===== src/rtl/qhp_pkg.sv =====
// Shared types and constants for the QUIC header byte parser.
// No dependencies; imported by every module of the block.
package qhp_pkg;

  // Byte classes double as parser phases
  typedef enum logic [2:0] {
    PH_FIRST   = 3'd0,
    PH_VERSION = 3'd1,
    PH_IDLEN   = 3'd2,
    PH_DEST    = 3'd3,
    PH_SRC     = 3'd4,
    PH_PAYLEN  = 3'd5,
    PH_PKTNUM  = 3'd6,
    PH_BEYOND  = 3'd7
  } qhp_phase_t;

  localparam int QHP_QUEUE_DEPTH = 4;

  localparam logic [4:0] QHP_SHORT_ID_RESET = 5'd8;
  localparam logic [4:0] QHP_SHORT_ID_MAX   = 5'd20;
  localparam logic [2:0] QHP_VERSION_BYTES  = 3'd4;
  localparam logic [2:0] QHP_LONG_PN_BYTES  = 3'd4;
  localparam logic [4:0] QHP_ID_LEN_BIAS    = 5'd3;

  typedef struct packed {
    logic [7:0] data_byte;
    logic       packet_start;
  } qhp_in_t;

  typedef struct packed {
    logic [2:0]  byte_class;
    logic [7:0]  echo_byte;
    logic        header_done;
    logic        long_form;
    logic [6:0]  packet_kind;
    logic        key_phase_bit;
    logic [31:0] version_word;
    logic [4:0]  dest_id_len;
    logic [4:0]  src_id_len;
    logic [61:0] payload_len;
    logic [31:0] pkt_number;
  } qhp_out_t;

  // Classified byte handed from the front to the back
  typedef struct packed {
    qhp_phase_t cls;
    logic [7:0] data;
    logic       pay_first;
    logic       done;
    logic       form;
    logic [4:0] dest_len;
    logic [4:0] src_len;
  } qhp_op_t;

endpackage


===== src/rtl/qhp_queue.sv =====
// Small FIFO of classified bytes between the parser front and back.
// Depends on qhp_pkg for the entry type.
module qhp_queue #(
  parameter int DEPTH = 4
) (
  input  logic             clk,
  input  logic             rst_n,
  input  logic             push,
  input  qhp_pkg::qhp_op_t push_op,
  output logic             full,
  input  logic             pop,
  output logic             not_empty,
  output qhp_pkg::qhp_op_t head_op
);
  import qhp_pkg::*;

  localparam int AW = (DEPTH > 1) ? $clog2(DEPTH) : 1;
  localparam int CW = $clog2(DEPTH + 1);

  qhp_op_t         mem_r [DEPTH];
  logic [AW-1:0]   wr_ptr_r, wr_ptr_nxt;
  logic [AW-1:0]   rd_ptr_r, rd_ptr_nxt;
  logic [CW-1:0]   count_r, count_nxt;
  logic            do_push, do_pop;

  assign full      = (count_r == CW'(DEPTH));
  assign not_empty = (count_r != '0);
  assign head_op   = mem_r[rd_ptr_r];
  assign do_push   = push && !full;
  assign do_pop    = pop && not_empty;

  // Pointer and count update
  always_comb begin
    wr_ptr_nxt = wr_ptr_r;
    rd_ptr_nxt = rd_ptr_r;
    count_nxt  = count_r;
    if (do_push) begin
      wr_ptr_nxt = (wr_ptr_r == AW'(DEPTH - 1)) ? '0 : wr_ptr_r + 1'b1;
    end
    if (do_pop) begin
      rd_ptr_nxt = (rd_ptr_r == AW'(DEPTH - 1)) ? '0 : rd_ptr_r + 1'b1;
    end
    if (do_push && !do_pop) begin
      count_nxt = count_r + 1'b1;
    end else if (do_pop && !do_push) begin
      count_nxt = count_r - 1'b1;
    end
  end

  always_ff @(posedge clk) begin
    if (!rst_n) begin
      wr_ptr_r <= '0;
      rd_ptr_r <= '0;
      count_r  <= '0;
    end else begin
      wr_ptr_r <= wr_ptr_nxt;
      rd_ptr_r <= rd_ptr_nxt;
      count_r  <= count_nxt;
    end
  end

  // Entry storage
  always_ff @(posedge clk) begin
    if (do_push) begin
      mem_r[wr_ptr_r] <= push_op;
    end
  end

endmodule


===== src/rtl/qhp_front.sv =====
// Parser front: tracks the header phase and classifies each byte.
// Depends on qhp_pkg; feeds qhp_queue with one op per accepted byte.
module qhp_front (
  input  logic             clk,
  input  logic             rst_n,
  input  logic             cfg_wr_en,
  input  logic [4:0]       cfg_wr_data,
  input  logic             take,
  input  qhp_pkg::qhp_in_t item,
  output qhp_pkg::qhp_op_t op
);
  import qhp_pkg::*;

  qhp_phase_t phase_r, phase_nxt;
  logic [4:0] cnt_r, cnt_nxt;
  logic       form_r, form_nxt;
  logic [4:0] dest_len_r, dest_len_nxt;
  logic [4:0] src_len_r, src_len_nxt;
  logic [3:0] vlen_r, vlen_nxt;
  logic [2:0] nlen_r, nlen_nxt;
  logic       vers_nz_r, vers_nz_nxt;
  logic [4:0] short_len_r;

  logic [7:0] b;
  logic [5:0] cnt_inc;
  logic [3:0] vlen_eff;
  logic       done;

  assign b       = item.data_byte;
  assign cnt_inc = {1'b0, cnt_r} + 6'd1;

  // Short-form destination ID length register
  always_ff @(posedge clk) begin
    if (!rst_n) begin
      short_len_r <= QHP_SHORT_ID_RESET;
    end else if (cfg_wr_en) begin
      short_len_r <= cfg_wr_data;
    end
  end

  // Phase sequencing and byte classification
  always_comb begin
    phase_nxt    = phase_r;
    cnt_nxt      = cnt_r;
    form_nxt     = form_r;
    dest_len_nxt = dest_len_r;
    src_len_nxt  = src_len_r;
    vlen_nxt     = vlen_r;
    nlen_nxt     = nlen_r;
    vers_nz_nxt  = vers_nz_r;
    vlen_eff     = vlen_r;
    done         = 1'b0;
    op.cls       = PH_BEYOND;
    op.pay_first = 1'b0;

    if (item.packet_start) begin
      op.cls      = PH_FIRST;
      cnt_nxt     = '0;
      vlen_nxt    = '0;
      src_len_nxt = '0;
      nlen_nxt    = '0;
      vers_nz_nxt = 1'b0;
      if (b[7]) begin
        form_nxt     = 1'b1;
        dest_len_nxt = '0;
        phase_nxt    = PH_VERSION;
      end else begin
        form_nxt     = 1'b0;
        dest_len_nxt = (short_len_r > QHP_SHORT_ID_MAX) ? QHP_SHORT_ID_MAX : short_len_r;
        // Size code: 0 -> 1 byte, 1 -> 2, 2 -> 4, 3 -> none
        unique case (b[1:0])
          2'd0:    nlen_nxt = 3'd1;
          2'd1:    nlen_nxt = 3'd2;
          2'd2:    nlen_nxt = 3'd4;
          default: nlen_nxt = 3'd0;
        endcase
        if (dest_len_nxt != '0) begin
          phase_nxt = PH_DEST;
        end else if (nlen_nxt == '0) begin
          done = 1'b1;
        end else begin
          phase_nxt = PH_PKTNUM;
        end
      end
    end else begin
      op.cls = phase_r;
      unique case (phase_r)
        PH_VERSION: begin
          vers_nz_nxt = vers_nz_r | (|b);
          cnt_nxt     = cnt_inc[4:0];
          if (cnt_inc >= {3'd0, QHP_VERSION_BYTES}) begin
            cnt_nxt   = '0;
            phase_nxt = PH_IDLEN;
          end
        end
        PH_IDLEN: begin
          dest_len_nxt = {1'b0, b[7:4]} + QHP_ID_LEN_BIAS;
          src_len_nxt  = {1'b0, b[3:0]} + QHP_ID_LEN_BIAS;
          cnt_nxt      = '0;
          phase_nxt    = PH_DEST;
        end
        PH_DEST: begin
          cnt_nxt = cnt_inc[4:0];
          if (cnt_inc >= {1'b0, dest_len_r}) begin
            cnt_nxt = '0;
            if (form_r) begin
              phase_nxt = PH_SRC;
            end else if (nlen_r == '0) begin
              done = 1'b1;
            end else begin
              phase_nxt = PH_PKTNUM;
            end
          end
        end
        PH_SRC: begin
          cnt_nxt = cnt_inc[4:0];
          if (cnt_inc >= {1'b0, src_len_r}) begin
            cnt_nxt = '0;
            if (vers_nz_r) begin
              phase_nxt = PH_PAYLEN;
            end else begin
              done = 1'b1;
            end
          end
        end
        PH_PAYLEN: begin
          // First varint byte carries the length code in its top bits
          if (cnt_r == '0) begin
            op.pay_first = 1'b1;
            vlen_eff     = 4'd1 << b[7:6];
            vlen_nxt     = vlen_eff;
          end
          cnt_nxt = cnt_inc[4:0];
          if (cnt_inc >= {2'd0, vlen_eff}) begin
            cnt_nxt   = '0;
            nlen_nxt  = QHP_LONG_PN_BYTES;
            phase_nxt = PH_PKTNUM;
          end
        end
        PH_PKTNUM: begin
          cnt_nxt = cnt_inc[4:0];
          if (cnt_inc >= {3'd0, nlen_r}) begin
            done = 1'b1;
          end
        end
        default: begin
          op.cls = PH_BEYOND;
        end
      endcase
    end

    if (done) begin
      phase_nxt = PH_BEYOND;
      cnt_nxt   = '0;
    end

    op.data     = b;
    op.done     = done;
    op.form     = form_nxt;
    op.dest_len = dest_len_nxt;
    op.src_len  = src_len_nxt;
  end

  always_ff @(posedge clk) begin
    if (!rst_n) begin
      phase_r    <= PH_BEYOND;
      cnt_r      <= '0;
      form_r     <= 1'b0;
      dest_len_r <= '0;
      src_len_r  <= '0;
      vlen_r     <= '0;
      nlen_r     <= '0;
      vers_nz_r  <= 1'b0;
    end else if (take) begin
      phase_r    <= phase_nxt;
      cnt_r      <= cnt_nxt;
      form_r     <= form_nxt;
      dest_len_r <= dest_len_nxt;
      src_len_r  <= src_len_nxt;
      vlen_r     <= vlen_nxt;
      nlen_r     <= nlen_nxt;
      vers_nz_r  <= vers_nz_nxt;
    end
  end

endmodule


===== src/rtl/qhp_back.sv =====
// Parser back: accumulates header fields and drives the result register.
// Depends on qhp_pkg; pops classified bytes from qhp_queue.
module qhp_back (
  input  logic              clk,
  input  logic              rst_n,
  input  logic              op_valid,
  input  qhp_pkg::qhp_op_t  op,
  output logic              op_pop,
  output logic              out_valid,
  input  logic              out_stall,
  output qhp_pkg::qhp_out_t out_item
);
  import qhp_pkg::*;

  logic [6:0]  type_r, type_nxt;
  logic        kp_r, kp_nxt;
  logic [31:0] ver_r, ver_nxt;
  logic [61:0] len_r, len_nxt;
  logic [31:0] num_r, num_nxt;
  logic        out_valid_r;
  qhp_out_t    out_item_r, out_item_nxt;
  logic        vneg;

  // Result register frees up when empty or being taken
  assign op_pop    = op_valid && (!out_valid_r || !out_stall);
  assign out_valid = out_valid_r;
  assign out_item  = out_item_r;

  // Field accumulation
  always_comb begin
    type_nxt = type_r;
    kp_nxt   = kp_r;
    ver_nxt  = ver_r;
    len_nxt  = len_r;
    num_nxt  = num_r;
    unique case (op.cls)
      PH_FIRST: begin
        ver_nxt = '0;
        len_nxt = '0;
        num_nxt = '0;
        if (op.data[7]) begin
          type_nxt = op.data[6:0];
          kp_nxt   = 1'b0;
        end else begin
          type_nxt = '0;
          kp_nxt   = op.data[6];
        end
      end
      PH_VERSION: ver_nxt = {ver_r[23:0], op.data};
      PH_PAYLEN: begin
        if (op.pay_first) begin
          len_nxt = {56'd0, op.data[5:0]};
        end else begin
          len_nxt = {len_r[53:0], op.data};
        end
      end
      PH_PKTNUM: num_nxt = {num_r[23:0], op.data};
      default: begin
      end
    endcase
  end

  // Result assembly; decoded fields only on the last header byte
  always_comb begin
    vneg         = op.form && (ver_nxt == '0);
    out_item_nxt = '0;
    out_item_nxt.byte_class = op.cls;
    out_item_nxt.echo_byte  = op.data;
    if (op.done) begin
      out_item_nxt.header_done   = 1'b1;
      out_item_nxt.long_form     = op.form;
      out_item_nxt.packet_kind   = op.form ? type_nxt : '0;
      out_item_nxt.key_phase_bit = op.form ? 1'b0 : kp_nxt;
      out_item_nxt.version_word  = op.form ? ver_nxt : '0;
      out_item_nxt.dest_id_len   = op.dest_len;
      out_item_nxt.src_id_len    = op.form ? op.src_len : '0;
      out_item_nxt.payload_len   = (op.form && !vneg) ? len_nxt : '0;
      out_item_nxt.pkt_number    = vneg ? '0 : num_nxt;
    end
  end

  always_ff @(posedge clk) begin
    if (op_pop) begin
      type_r     <= type_nxt;
      kp_r       <= kp_nxt;
      ver_r      <= ver_nxt;
      len_r      <= len_nxt;
      num_r      <= num_nxt;
      out_item_r <= out_item_nxt;
    end
  end

  always_ff @(posedge clk) begin
    if (!rst_n) begin
      out_valid_r <= 1'b0;
    end else if (op_pop) begin
      out_valid_r <= 1'b1;
    end else if (!out_stall) begin
      out_valid_r <= 1'b0;
    end
  end

endmodule


===== src/rtl/quic_header_byte_parser.sv =====
// Path: an accepted byte is classified by the front, pushed into the byte queue, then popped into the result register.
// Throughput: one byte per cycle while the queue is not full; the front's phase and byte-count update is combinational.
// The byte queue (Q_DEPTH entries) absorbs output stall; in_stall rises when it is full.
// Reset: synchronous, active-low rst_n; parser returns to the beyond-header phase,
// queue and result register empty, short ID length register back to 8.
module quic_header_byte_parser #(
  parameter int Q_DEPTH = qhp_pkg::QHP_QUEUE_DEPTH
) (
  input  logic              clk,
  input  logic              rst_n,
  input  logic              in_valid,
  output logic              in_stall,
  input  qhp_pkg::qhp_in_t  in_item,
  output logic              out_valid,
  input  logic              out_stall,
  output qhp_pkg::qhp_out_t out_item,
  input  logic              cfg_wr_en,
  input  logic [4:0]        cfg_wr_data
);
  import qhp_pkg::*;

  qhp_op_t front_op;
  qhp_op_t head_op;
  logic    q_full;
  logic    q_not_empty;
  logic    q_pop;
  logic    take;

  // Input side only waits on queue space
  assign in_stall = q_full;
  assign take     = in_valid && !q_full;

  qhp_front u_front (
    .clk        (clk),
    .rst_n      (rst_n),
    .cfg_wr_en  (cfg_wr_en),
    .cfg_wr_data(cfg_wr_data),
    .take       (take),
    .item       (in_item),
    .op         (front_op)
  );

  qhp_queue #(
    .DEPTH(Q_DEPTH)
  ) u_queue (
    .clk      (clk),
    .rst_n    (rst_n),
    .push     (take),
    .push_op  (front_op),
    .full     (q_full),
    .pop      (q_pop),
    .not_empty(q_not_empty),
    .head_op  (head_op)
  );

  qhp_back u_back (
    .clk      (clk),
    .rst_n    (rst_n),
    .op_valid (q_not_empty),
    .op       (head_op),
    .op_pop   (q_pop),
    .out_valid(out_valid),
    .out_stall(out_stall),
    .out_item (out_item)
  );

endmodule


===== config.mk =====
export PLATFORM = sky130hd
export DESIGN_NAME = quic_header_byte_parser
export DESIGN_NICKNAME = d
export VERILOG_FILES = /design/src/rtl/qhp_pkg.sv /design/src/rtl/qhp_queue.sv /design/src/rtl/qhp_front.sv /design/src/rtl/qhp_back.sv /design/src/rtl/quic_header_byte_parser.sv
export SDC_FILE = /design/constraint.sdc
export NUM_CORES = 1
export LEC_CHECK = 0
export BUFFER_PORTS_ARGS = -buffer_cell sky130_fd_sc_hd__buf_2
export CELL_PAD_IN_SITES_DETAIL_PLACEMENT = 1
export CELL_PAD_IN_SITES_GLOBAL_PLACEMENT = 1
export CORE_ASPECT_RATIO = 1.75
export CORE_MARGIN = 4
export CORE_UTILIZATION = 40
export CTS_BUF_LIST = sky130_fd_sc_hd__clkbuf_16
export CTS_CLUSTER_DIAMETER = 100
export DETAILED_ROUTE_END_ITERATION = 10
export GPL_ROUTABILITY_DRIVEN = 0
export GPL_TIMING_DRIVEN = 0
export HOLD_SLACK_MARGIN = 0.1
export PLACE_DENSITY_LB_ADDON = 0.15
export SYNTH_ARGS = -nofsm -noshare
export SYNTH_HDL_FRONTEND = slang
export SYNTH_SLANG_ARGS = --single-unit

===== constraint.sdc =====
create_clock -name clk -period 12.3 [get_ports clk]
set_input_delay 3.075 -clock clk [delete_from_list [all_inputs] [get_ports clk]]
set_output_delay 3.075 -clock clk [all_outputs]
set_load 0.05 [all_outputs]

==> Word-level counts from Yosys, hierarchy flattened <==
Memory sizes are Yosys's and may differ from the RTL's. A register that Yosys moved wholly into a read port is not among the register bits.
Index checks and enable logic that the tools add are counted.
W data, S select, Z words.
{ "word_totals": {"wordCells": 190, "ram_bits": 96, "mem_count": 1, "reg_bits": 331} }
{ "mem_list": {"columns": ["memory", "depth", "word_bits", "read_ports", "rd_clocked_by_memory_dff", "wr", "line_no", "source"], "rows": [
  ["u_queue.mem_r", 4, 24, 1, 1, 1, "qhp_queue.sv:20", "qhp_op_t mem_r [DEPTH];"]
]} }
{ "op_classes": {"eq_ne": 22, "muxes": 82, "n_bitwise": 2, "n_shift": 1, "reduce_logical": 40, "n_lt_le_gt_ge": 6, "n_addsub": 7} }
{ "op_table": {"columns": ["op", "n"], "rows": [
  ["$mux W146", 1],
  ["$pmux W32 S2", 2],
  ["$mux W62", 2],
  ["$pmux W62 S2", 1],
  ["$mux W3", 22],
  ["$mux W5", 13],
  ["$mux W32", 2],
  ["$logic_not A32 Y1", 1],
  ["$pmux W5 S6", 1],
  ["$mux W1", 24],
  ["$mux W7", 3],
  ["$ne A4 B2 Y1 const B", 5],
  ["$eq A3 B3 Y1 const B", 6],
  ["$mux W4", 4],
  ["$pmux W3 S5", 1],
  ["$ge A6 B5 Y1", 2],
  ["$add A4 B2 Y5 const B", 2],
  ["$ne A5 B3 Y1 const B", 2],
  ["$reduce_and A2 Y1", 5],
  ["$logic_not A3 Y1", 3],
  ["$pmux W3 S3", 1],
  ["$reduce_and A9 Y1", 1],
  ["$logic_and A1 B1 Y1", 8],
  ["$mux W2", 4],
  ["30 further kinds", 44]
]} }

==> Longest topological paths before layout <==
{ "depth": {"ltp_word": 11, "depth_mapped": 12} }

==> Modules after synthesis <==
Synthesis repeated with hierarchy kept, for this count alone.
{ "hier_totals": {"hier_cells": 1392, "hier_area_um2": 18699.2} }
{ "by_module_without_submodules": {"columns": ["module", "area_each_um2", "cells_per_inst", "instances", "seq_area_each_um2"], "rows": [
  ["qhp_back", 11992.8, 866, 1, 8758.4],
  ["qhp_queue", 3967.6, 177, 1, 3062.9],
  ["qhp_front", 2725.1, 348, 1, 640.6],
  ["quic_header_byte_parser", 13.8, 1, 1, 0.0]
]} }

==> Least setup slack after synthesis <==
OpenSTA, ideal clock, no wires.
{ "synth_timing": {"path_kind": "input port to flip-flop", "from": "input port out_stall", "to": "register u_back.kp_r, enable pin", "arrival_time_ns": 8.929, "path_slack_ns": 2.729, "required_time_ns": 11.658, "cell_stages": 2, "path_buffers": 0, "cell_sequence": "a21o_1 inv_1"} }
{ "synth_between": {"elab_chain_len": 3} }
{ "synth_rtl": {"columns": ["element", "line_no", "source"], "rows": [
  ["start: declaration", "quic_header_byte_parser.sv:15", "input logic out_stall,"],
  ["$logic_not A1 Y1", "qhp_back.sv:25", "assign op_pop = op_valid && (!out_valid_r || !out_stall);"],
  ["$logic_or A1 B1 Y1", "qhp_back.sv:25", null],
  ["$logic_and A1 B1 Y1", "qhp_back.sv:25", null],
  ["named net q_pop", "quic_header_byte_parser.sv:26", "logic q_pop;"],
  ["end signal: assignment", "qhp_back.sv:85", "kp_r <= kp_nxt;"],
  ["end: declaration", "qhp_back.sv:16", "logic kp_r, kp_nxt;"]
]} }
The timed path passes the listed nets, and every way through them passes these cells.
A chain may end at the register's enable or synchronous reset.

==> Final worst setup path <==
{ "layout_timing": {"from": "input port in_item[8] (netlist name)", "to": "register u_front.cnt_r[0]"} }
{ "layout_between": {"elab_chain_len": 9} }
{ "layout_rtl": {"columns": ["element", "line_no", "source"], "rows": [
  ["start: declaration", "quic_header_byte_parser.sv:13", "input qhp_pkg::qhp_in_t in_item,"],
  ["$shl A1 B2 Y4", "qhp_front.sv:130", "vlen_eff = 4'd1 << b[7:6];"],
  ["$mux W4", "qhp_front.sv:128", "if (cnt_r == '0) begin"],
  ["$mux W4", "qhp_front.sv:87", "unique case (phase_r)"],
  ["$mux W4", "qhp_front.sv:56", "if (item.packet_start) begin"],
  ["$ge A6 B4 Y1", "qhp_front.sv:134", "if (cnt_inc >= {2'd0, vlen_eff}) begin"],
  ["$mux W5", "qhp_front.sv:134", null],
  ["$pmux W5 S6", "qhp_front.sv:87", null],
  ["$mux W5", "qhp_front.sv:56", null],
  ["$mux W5", "qhp_front.sv:152", "if (done) begin"],
  ["end signal: assignment", "qhp_front.sv:176", "cnt_r <= cnt_nxt;"],
  ["end: declaration", "qhp_front.sv:15", "logic [4:0] cnt_r, cnt_nxt;"]
]} }
Parallel ways exist; a longest one is shown, timed or not. The select of a mux whose other input is x is not followed.

==> reports/summary.md <==
The final critical path takes up 48.19% of the cycle. In this run, synthesis inferred 387 flip-flops with an integrated enable. Post-cts hold buffer count: 0. The worst setup slack for register-to-register paths was 8.21 ns; the number of library cell types mapped by synthesis was 63. Setup violations remaining at the end of the flow were counted as 0.

0 antenna diodes ended up in the layout. The cell sitting at the root of the clock tree is a clkbuf_16. Setup slack on the critical path of the routed design comes to 6.373 ns.

For the post-synthesis cell count, the log shows 1,269. The routed design has 49,310 µm of wire. In this run the post-CTS setup repair buffer count came out at 0.

Between clock sinks in the finished design, the worst skew comes to 0.02467 ns. For the pin with the worst max-slew slack, the measured transition is 1.299 ns. The area growth from synthesis to layout is 16.22%. The sum of overflow across all layers after global routing was 0. The max-slew violation total from the final report came out at 0. For the worst setup path, the data required time is 12.77 ns. After detailed routing, the number of remaining DRC violations is 0. The worst reg-to-reg path cell count came out at 10.

Counting instances, the worst hold path has a depth of 2. Counting buffers and inverters, the worst setup path is 12 cells deep. At the end of the flow the core is filled with cells to 47.09%. The master of the slowest instance on the critical path was a2111oi_0. The I/O pin count was 178.

By area, the combinational part of the netlist is dominated by simple AND/OR/NAND/NOR gates. After floorplanning, the core was divided into 102 placement rows. Initial antenna violation count: 0. The number of vias after detailed routing was 11,510. The run gives 69.45% as the register area share after synthesis. Setup repair after global routing left no endpoint under its margin. The logs give 6.40 ns for the arrival time of data at the critical path endpoint and 44,290 µm² for the placeable core region. The clock period could shrink to 5.927 ns. Dividing the detail-routed via count by the number of cells gives 5.508. The largest driver fanout on the critical path is 10. The tightest min-delay check is of the reg2reg type.

Across the run, the number of max-cap violations was 0. Summing the areas of all compound-gate instances in the mapped netlist gives 10.28% of the synthesized area. The signal on the critical path passes through buf_2 -> clkbuf_1 -> nor2_1 -> mux2_2 -> ha_1 -> nand2b_1 -> a211oi_1 -> o22ai_1 -> nor2_1 -> nor3_1 -> a2111oi_0 -> mux2_2. The logs give 12,170 for the number of global-route vias before repair and 17,940 µm² for the summed instance area of the synthesized netlist. For the global-route wire length before repair, the log shows 74,720 µm. In this run the horizontal extent of the chip is 168.1 µm. The worst pin sits at a relative slew slack of 13.42%.

The initial utilization of the core area, before any placement, comes to 40.52%. For this run, the total global-route usage over all layers was measured as 20.01%. Summing the areas of all and, or, nand and nor instances in the mapped netlist gives 11.00% of the synthesized area.

Before CTS, the worst setup slack after placement is 5.752 ns. The maximum buffer depth of the clock tree was 3. The die outline area was 48,450 µm²; the detailed-routing iteration count for the pre-antenna-repair pass was 5. The xor-xnor portion of the synthesized cell area is 0.4881%, and the half-perimeter wire length of the detailed placement result is 36,150 µm.

TritonCTS built the clock tree. In this run the remaining antenna-violating nets after routing total 0. Endpoint type of the worst setup path: a register.

After clock tree synthesis, the clock-pin slew on the worst setup and hold paths is 0.06 ns. During synthesis, Yosys emitted a total of 0 warnings. The count of buffers added on input and output ports is 175. Fraction of registers with async set or reset after synthesis: 0%.

The flow ran to the end, and the final reports show no timing, DRC or antenna violations. In this run, post-CTS repair resized a total of 0 instances. The portion of netlist area occupied by mux cells is 3.758%, and the number of synthesized register bits is 429. The die height was 288.2 µm. The total clock sinks was 429.

After detailed routing, the average wire length per cell comes to 23.60 µm. The number of standard cells in the final layout excluding fillers was 2,089. The kind of cell with the highest combined delay along the critical path is compound AO/OA/AOI/OAI gates.

The number of placed instances, taps included, is 2,018. The average cell area after synthesis is 14.14 µm². Timing would allow up to 168.7 MHz.

The number of CTS-inserted buffers is 39, and the adder-cell area share of the yosys netlist is 2.343%. For the number of hold violations in the final report, the log shows 0. The worst setup path is launched from an input pin.

Kind of critical path: in2reg. Together, buffers and inverters on the worst path number 2. Entering global routing, the biggest net connects 133 pins. In the final design database the tool counted 1,540 nets. In this design, the stage delay of the slowest critical-path cell is 0.72 ns.

In this run, the number of DRC markers left after iteration 0 of detailed routing was 763. For the worst-skew pair, the clock arrives at the later sink with an insertion delay of 0.55 ns. The tools report the net count after synthesis as 1,321. CTS built an H-tree with a depth of 2. In the synthesized netlist the dominant register cell turns out to be edfxtp_1. The layout cell share with drive strength beyond 1 was 19.71%; the final-layout setup total negative slack was 0 ns.
==> final cells by class <==
| cell class | instances | area [µm²] |
|---|---|---|
| Clock inverter | 30 | 226.5 |
| Clock buffer | 40 | 1001 |
| Multi-Input combinational cell | 724 | 5002 |
| Timing Repair Buffer | 178 | 958.4 |
| Buffer | 82 | 354.1 |
| Tap cell | 572 | 715.7 |
| Fill cell | 4572 | 23430 |
| Sequential cell | 429 | 12460 |
| Inverter | 34 | 135.1 |
==> sequential cells by signal (all words and copies together), names as in the netlist, 2 cells and up, named ones only <==
name                 count
u_queue.mem_r           96
u_queue.rd_ptr_r         2
u_front.vlen_r           4
u_back.type_r            7
u_back.out_item        157
u_front.nlen_r           3
u_queue.count_r          3
u_front.short_len_r      5
u_front.src_len_r        5
u_back.ver_r            32
u_back.num_r            32
u_front.dest_len_r       5
u_queue.wr_ptr_r         2
u_front.cnt_r            5
u_back.len_r            62
u_front.phase_r          3
==> synthesized netlist by cell type (5+ instances only) <==
| cell | number | area share [%] |
|---|---|---|
| a211oi_1 | 9 | 0.38 |
| a21o_1 | 5 | 0.21 |
| a21oi_1 | 57 | 1.6 |
| a22o_1 | 95 | 4.6 |
| and2_1 | 6 | 0.21 |
| and3_1 | 82 | 2.9 |
| buf_1 | 10 | 0.21 |
| buf_2 | 22 | 0.61 |
| clkbuf_1 | 46 | 0.96 |
| dfxtp_1 | 42 | 4.7 |
| edfxtp_1 | 387 | 65 |
| ha_1 | 32 | 2.2 |
| inv_1 | 33 | 0.69 |
| mux2_2 | 5 | 0.31 |
| mux2i_1 | 10 | 0.56 |
| mux4_2 | 23 | 2.9 |
| nand2_1 | 109 | 2.3 |
| nand2b_1 | 10 | 0.35 |
| nand3_1 | 22 | 0.61 |
| nor2_1 | 58 | 1.2 |
| nor2b_1 | 45 | 1.6 |
| nor3_1 | 11 | 0.31 |
| nor3b_1 | 6 | 0.25 |
| nor4_1 | 7 | 0.24 |
| o21ai_0 | 48 | 1.3 |
| o21ai_1 | 10 | 0.28 |
| or3_1 | 7 | 0.24 |
| xnor2_1 | 6 | 0.29 |
==> per-layer routing <==
layer | wire length, µm | GRT usage (%)
met1 | 17540 | 21.35
met2 | 27820 | 39.29
met3 | 1675 | 2.068
met4 | 2268 | 8.772
met5 | 0 | 0
==> tightest hold or removal path, delay by kind of cell (launching register included) <==
family             cells  cell delay (ns)
AOI/OAI and AO/OA      1             0.06
DFF                    1             0.32
and+or+nand+nor        1             0.05
==> logic make-up (layout without fill, tap and decap cells) <==
family | Yosys count | count (layout)
AO/OA/AOI/OAI | 262 | 262
XOR/XNOR | 10 | 10
adder cells (fa/ha/maj) | 33 | 33
buffers and inverters | 116 | 364
flip-flops | 429 | 429
multiplexers | 38 | 38
AND/OR/NAND/NOR | 381 | 381
==> through the flow <==
step                      hold slack [ns]  area, µm²
after CTS                          0.4882      20830
after global placement             0.4452      19540
after floorplan                    0.4363      17940
after detailed placement           0.4762      19600
after global routing               0.5195      20860
final                              0.4777      20860
==> layout by cell type (no fill, tap or decap), types with 5 or more instances in the layout <==
cell and n:
mux2_2 5, nand2b_1 10, nor2b_1 45, ha_1 32, clkbuf_16 40, a21oi_1 57
nand2_1 109, a211oi_1 9, edfxtp_1 387, dfxtp_1 42, clkinv_1 9, clkinv_2 6
or3_1 7, buf_2 197, clkbuf_1 46, nor2_1 58, inv_1 35, nor4_1 7
and3_1 82, nor3_1 11, and2_1 5, buf_1 10, mux4_2 23, a21o_1 5
a22o_1 95, nor3b_1 6, mux2i_1 10, nand3_1 22, xnor2_1 6, o21ai_0 48
o21ai_1 10
==> final timing paths <==
kind                                                         from                           endpoint
worst max register to register      u_front.cnt_r[0]$_SDFFE_PN0P_      u_front.cnt_r[0]$_SDFFE_PN0P_
worst max-delay path                                   in_item[8]      u_front.cnt_r[0]$_SDFFE_PN0P_
worst min register to register  u_front.src_len_r[3]$_SDFFE_PN0P_  u_front.src_len_r[3]$_SDFFE_PN0P_
worst min-delay path            u_front.src_len_r[3]$_SDFFE_PN0P_  u_front.src_len_r[3]$_SDFFE_PN0P_
Power is not shown: default switching activity piles up to over one toggle a cycle in this logic, so the estimate is an artifact.
